**config.mk**
```make
export PLATFORM = sky130hd
export DESIGN_NAME = bps_map
export DESIGN_NICKNAME = d
export VERILOG_FILES = /design/src/hw/rtl/bps_pkg.sv /design/src/hw/rtl/bps_map.sv
export SDC_FILE = /design/constraint.sdc
export NUM_CORES = 1
export LEC_CHECK = 0
export ABC_AREA = 1
export BUFFER_PORTS_ARGS = -buffer_cell sky130_fd_sc_hd__buf_2
export CORE_UTILIZATION = 45
export DETAILED_ROUTE_END_ITERATION = 6
export PLACE_DENSITY = 0.63
export SLEW_MARGIN = 20
export SYNTH_ARGS = -nofsm -noshare
export SYNTH_HDL_FRONTEND = slang
export SYNTH_SLANG_ARGS = --single-unit
```
**constraint.sdc**
```tcl
create_clock -name clock -period 7.7 [get_ports clock]
set_clock_uncertainty 0.15 [all_clocks]
set_input_delay 0.77 -clock clock [delete_from_list [all_inputs] [get_ports clock]]
set_output_delay 0.77 -clock clock [all_outputs]
set_load 0.01 [all_outputs]
```
**src/hw/rtl/bps_pkg.sv**
```systemverilog
// bps_pkg: shared types, widths and codes of the bilinear plane scaler.
// Used by bps_map and bilinear_plane_scaler; depends on nothing.
package bps_pkg;

   localparam int DEF_MAX_SRC_WIDTH = 2048;
   localparam int DEF_FRAC_BITS     = 16;
   localparam int DEF_MAX_UPSCALE   = 4;

   localparam int DIM_W      = 13;   // destination sizes and positions
   localparam int SRC_DIM_W  = 12;   // source size registers
   localparam int SRC_SIZE_W = 14;   // clamped source size, up to 4095
   localparam int STEP_W     = 19;
   localparam int CSR_W      = 19;
   localparam int CSR_ADDR_W = 3;

   typedef enum logic [CSR_ADDR_W-1:0] {
      CSR_SRC_WIDTH,
      CSR_SRC_HEIGHT,
      CSR_DST_WIDTH,
      CSR_DST_HEIGHT,
      CSR_STEP_X,
      CSR_STEP_Y,
      CSR_CHROMA_MODE
   } csr_index_type;

   typedef enum logic [3:0] {
      ST_IDLE,
      ST_ROW_REQ,
      ST_ROW_M1,
      ST_ROW_CHK,
      ST_COL_REQ,
      ST_COL_M1,
      ST_COL_CHK,
      ST_BLEND,
      ST_OUT,
      ST_END,
      ST_RB_REQ,
      ST_RB_M1,
      ST_RB_CHK
   } state_type;

   // one coordinate mapping request
   typedef struct packed {
      logic [DIM_W-1:0]      d;
      logic [DIM_W-1:0]      dsz;
      logic [STEP_W-1:0]     step;
      logic [SRC_SIZE_W-1:0] ssz;
   } map_req_type;

endpackage

```
**src/hw/rtl/bps_map.sv**
```systemverilog
// bps_map: two-stage destination-to-source coordinate mapper with clamping.
// Depends on bps_pkg.
module bps_map
   import bps_pkg::*;
#(
   parameter int FRAC_BITS = DEF_FRAC_BITS
) (
   input  logic                  clock,
   input  map_req_type           req,
   output logic [SRC_SIZE_W-1:0] lo_ff,
   output logic [SRC_SIZE_W-1:0] hi_ff,
   output logic [FRAC_BITS-1:0]  frac_ff
);

   localparam int PW = DIM_W + 1 + STEP_W + 1;
   localparam int CW = SRC_SIZE_W + FRAC_BITS;
   localparam int QW = ((PW > CW) ? PW : CW) + 1;

   logic signed [DIM_W:0]   diff;
   logic signed [PW-1:0]    prod_ff;
   logic [CW-1:0]           base_ff;
   logic [CW-1:0]           maxq_ff;
   logic [SRC_SIZE_W-1:0]   ssz_ff;
   logic signed [QW-1:0]    q;
   logic [CW-1:0]           qc;
   logic [SRC_SIZE_W-1:0]   lo;
   logic [SRC_SIZE_W:0]     lo_p1;

   assign diff = signed'({1'b0, req.d}) - signed'({2'b00, req.dsz[DIM_W-1:1]});

   always_ff @(posedge clock) begin
      prod_ff <= diff * signed'({1'b0, req.step});
      base_ff <= {1'b0, req.ssz[SRC_SIZE_W-1:1], {FRAC_BITS{1'b0}}};
      maxq_ff <= {req.ssz - SRC_SIZE_W'(1), {FRAC_BITS{1'b0}}};
      ssz_ff  <= req.ssz;
   end

   always_comb begin
      q = QW'(prod_ff) + signed'(QW'(base_ff));
      if (q < 0) begin
         qc = '0;
      end else if (q > signed'(QW'(maxq_ff))) begin
         qc = maxq_ff;
      end else begin
         qc = q[CW-1:0];
      end
      lo    = qc[FRAC_BITS +: SRC_SIZE_W];
      lo_p1 = {1'b0, lo} + (SRC_SIZE_W+1)'(1);
   end

   always_ff @(posedge clock) begin
      lo_ff   <= lo;
      frac_ff <= qc[FRAC_BITS-1:0];
      hi_ff   <= (lo_p1 < {1'b0, ssz_ff}) ? lo_p1[SRC_SIZE_W-1:0]
                                          : ssz_ff - SRC_SIZE_W'(1);
   end

endmodule

```
==> flow_summary.rst <==
.. list-table::
   :header-rows: 1

   * - Metric
     - Value
   * - Class of the most critical hold timing path
     - reg -> reg
   * - WHS
     - 0.279 ns
   * - Clk Latency, worst-skew pair
     - 0.36 ns
   * - Synth Flop Type
     - sky130_fd_sc_hd__dfxtp_1
   * - Mean number of vias per cell
     - 4.93
   * - Final setup violating endpoints
     - 0
   * - Number of H-tree levels
     - 3
   * - Vias
     - 11,900
   * - Global route total overflow
     - 0
   * - Initial Utilization
     - 0.463
   * - Count of mapped cells out of synthesis
     - 1,802
   * - R2r worst-path depth
     - 39
   * - Buffer levels on the longest clock path
     - 2
   * - Count of flip-flops with a built-in enable after synthesis
     - 0
   * - Post-layout net count
     - 2,454
   * - Maximum number of pins on one net before global-route repair
     - 33
   * - Clock root cell
     - sky130_fd_sc_hd__clkbuf_16
   * - # Max-Cap Violations
     - 0
   * - Average cell area after synthesis
     - 7.94 µm²
   * - Final count of pins violating max slew
     - 0
   * - Reg area
     - 2120 µm²
   * - Post-Layout Inst Area
     - 17,100 µm²
   * - Worst stage delay on the critical path
     - 0.54 ns
   * - Critical path arrival
     - 7.59 ns
   * - Footprint of the multi-input gates
     - 11,000 µm²
   * - Routed length per placed instance
     - 14.9 µm
   * - Classification of the worst setup path
     - in -> reg
   * - Global-route wire length before repair
     - 59.4 mm
   * - Area Overhead vs Synth
     - 19.3%
   * - Cell at the slowest stage of the critical path
     - sky130_fd_sc_hd__fa_1
   * - Worst hold stages
     - 2
   * - Layout cells sized above 1
     - 0.193
   * - Count of buffers inserted at the top-level ports
     - 102
   * - Util after Layout
     - 0.552
   * - Total number of yosys warnings
     - 0
   * - Total wire length after detailed routing
     - 36.1 mm
   * - Seq cells post-synth
     - 106
   * - Overall Global Routing Usage
     - 0.230
   * - Clock edge transition at the registers on the reported setup and hold paths
     - 0.08 ns
   * - GPL Wtd Cong
     - 0.874
   * - Cell area after placement
     - 16,100 µm²
   * - Period utilization
     - 0.968
   * - Final Hold Viols
     - 0
   * - Total nets after synthesis
     - 2,239
   * - Num ports
     - 104
   * - Library cell with the largest summed area after synthesis
     - sky130_fd_sc_hd__fa_1
   * - CP Capture Type
     - flip-flop
   * - Total Die Area
     - 32,500 µm²
   * - Setup slack of the worst register-to-register path
     - 1.14 ns
   * - First DRT Iteration DRCs
     - 624
   * - Post-synthesis async set-or-reset flop share
     - 0
   * - Antenna Violating Nets Remaining
     - 0
   * - Max frequency
     - 134 MHz
   * - Area of the mapped netlist
     - 14,300 µm²
   * - CTS tree
     - built
   * - Beginning of the worst hold path
     - prod_ff[6]$_DFF_P_
   * - Required time reported for the critical path endpoint
     - 7.83 ns
   * - Critical path launch point
     - req[34]
   * - Biggest fanout along the worst timing path
     - 6
   * - 1st-pass router iterations
     - 5
   * - DR DRC count
     - 0
   * - RR Endpoint
     - hi_ff[13]$_DFF_P_
   * - Overall die height
     - 180 µm
   * - Terminating pin of the worst hold path
     - frac_ff[6]$_SDFF_PP0_
   * - Total number of clock tree sinks
     - 106
   * - Number of distinct library cells after synthesis
     - 45
   * - Half-perimeter wire length after detailed placement
     - 30.6 mm
   * - CP dominant cell by count
     - sky130_fd_sc_hd__fa_1
   * - Die extent in x
     - 180 µm
   * - Shortest clock period the worst path allows after layout
     - 7.46 ns
   * - Number of CTS-inserted buffers
     - 9
   * - Fill cell instance count of the final layout
     - 2,897
   * - Slew headroom
     - 0.594
   * - Run status
     - finished clean
   * - Startpoint of the worst register-to-register path
     - ssz_ff[2]$_DFF_P_
   * - Slew of the pin with the lowest slew margin
     - 0.603 ns
   * - Placeable Area
     - 30,900 µm²
   * - Proportion of synthesized chip area in sequential cells
     - 0.148
   * - Number of global-route vias before repair
     - 12,300
   * - Number of placement rows
     - 64
   * - Type of origin of the critical path
     - input pin
   * - Initial antenna violation count
     - 1
   * - Cell types with the largest area share after synthesis
     - sky130_fd_sc_hd__fa_1 (29%), sky130_fd_sc_hd__ha_1 (15%), sky130_fd_sc_hd__dfxtp_1 (15%)
   * - Total negative setup slack
     - 0 ns
   * - Area share of the largest cell type after synthesis
     - 0.286
==> sequential cells by signal, summed over array words and instances, names as in the netlist <==
name     cells
ssz_ff      13
lo_ff       14
frac_ff     16
maxq_ff     14
hi_ff       14
base_ff      1
prod_ff     34
==> critical path, delay by kind of cell <==
family / cells / cell delay, ns
xor+xnor: 2 / 0.47
fa+ha+maj: 9 / 3.71
simple gates: 10 / 1.03
buf+inv: 5 / 0.53
compound gates: 8 / 1.07
==> layer usage <==
layer	vias up	part of all wire	track usage	routed length (µm)
li1	5847	-	-	-
met3	75	0.055	0.0443	1980
met1	5691	0.44	0.290	15800
met5	-	0	0	0
met2	308	0.48	0.398	17200
met4	0	0.031	0.0697	1130
==> what timing repair did <==
| item | in CTS | in global routing |
|---|---|---|
| hold buffers | 0 | 0 |
| setup buffers | 2 | 9 |
| endpoints found under the setup margin | 14 | 13 |
| resized for setup | 14 | 93 |
| endpoints found under the hold margin | 0 | 0 |
| cloned | 1 | 0 |
| pin swaps | 9 | 42 |
==> logic make-up (layout without fill, tap and decap cells) <==
group	count (synthesis)	after routing	share of synthesized area
DFF	106	106	0.148
AOI/OAI and AO/OA	109	109	0.0425
adders and majority gates	377	377	0.437
buffers and inverters	446	665	0.119
other	0	1	0
xor gates and xnor gates	78	79	0.0478
and+or+nand+nor	686	686	0.205
==> how the worst max path moves through the flow <==
stage / to / slack [ns] / depth (start not counted)
2_1_floorplan: prod_ff[33]$_DFF_P_ / -0.04 / 32
3_3_place_gp: prod_ff[32]$_DFF_P_ / -0.68 / 32
3_5_place_dp: prod_ff[32]$_DFF_P_ / -0.76 / 32
4_1_cts: prod_ff[32]$_DFF_P_ / 0.004 / 35
5_1_grt: prod_ff[32]$_DFF_P_ / -0.08 / 37
6_report: prod_ff[32]$_DFF_P_ / 0.24 / 34
==> cell usage in the layout, fill, tap and decap left out, drive strengths merged <==
cell	n
o211ai	1
nand4	23
nand3b	2
and2	4
clkbuf	9
o21bai	3
clkinvlp	1
nor4	4
a211oi	3
clkinv	10
nor2	179
dfxtp	106
ha	173
o31ai	1
a21o	3
xor2	54
a21oi	63
a21boi	4
fa	204
o21ai	24
nor3	14
and3	2
nand2	385
o22ai	1
diode	1
a31oi	6
inv	399
buf	246
nand3	54
xnor2	25
or2	19
==> per-stage QoR <==
step / instances / setup slack, ns
3_3_place_gp: 2390 / -0.677
6_report: 2419 / 0.244
3_5_place_dp: 2390 / -0.760
2_1_floorplan: 1802 / -0.0434
5_1_grt: 2418 / -0.0786
4_1_cts: 2409 / 0.00386
==> cells in the mapped netlist, drive strengths merged, types with 12 or more instances <==
library cell	instances
a21oi	63
fa	204
clkbuf	31
nand4	23
nand2	385
buf	12
inv	397
nor2	179
nand3	54
nor3	14
xnor2	25
dfxtp	106
o21ai	24
or2	19
ha	173
xor2	53
==> final cells by class <==
type                            count  area share
Clock buffer                        9      0.0132
Antenna cell                        1    0.000147
Multi-Input combinational cell   1251       0.642
Sequential cell                   106       0.124
Tap cell                          396      0.0290
Inverter                          403      0.0890
Clock inverter                      7     0.00535
Timing Repair Buffer              246      0.0968
Power is not shown: default switching activity piles up to over one toggle a cycle in this logic, so the estimate is an artifact.
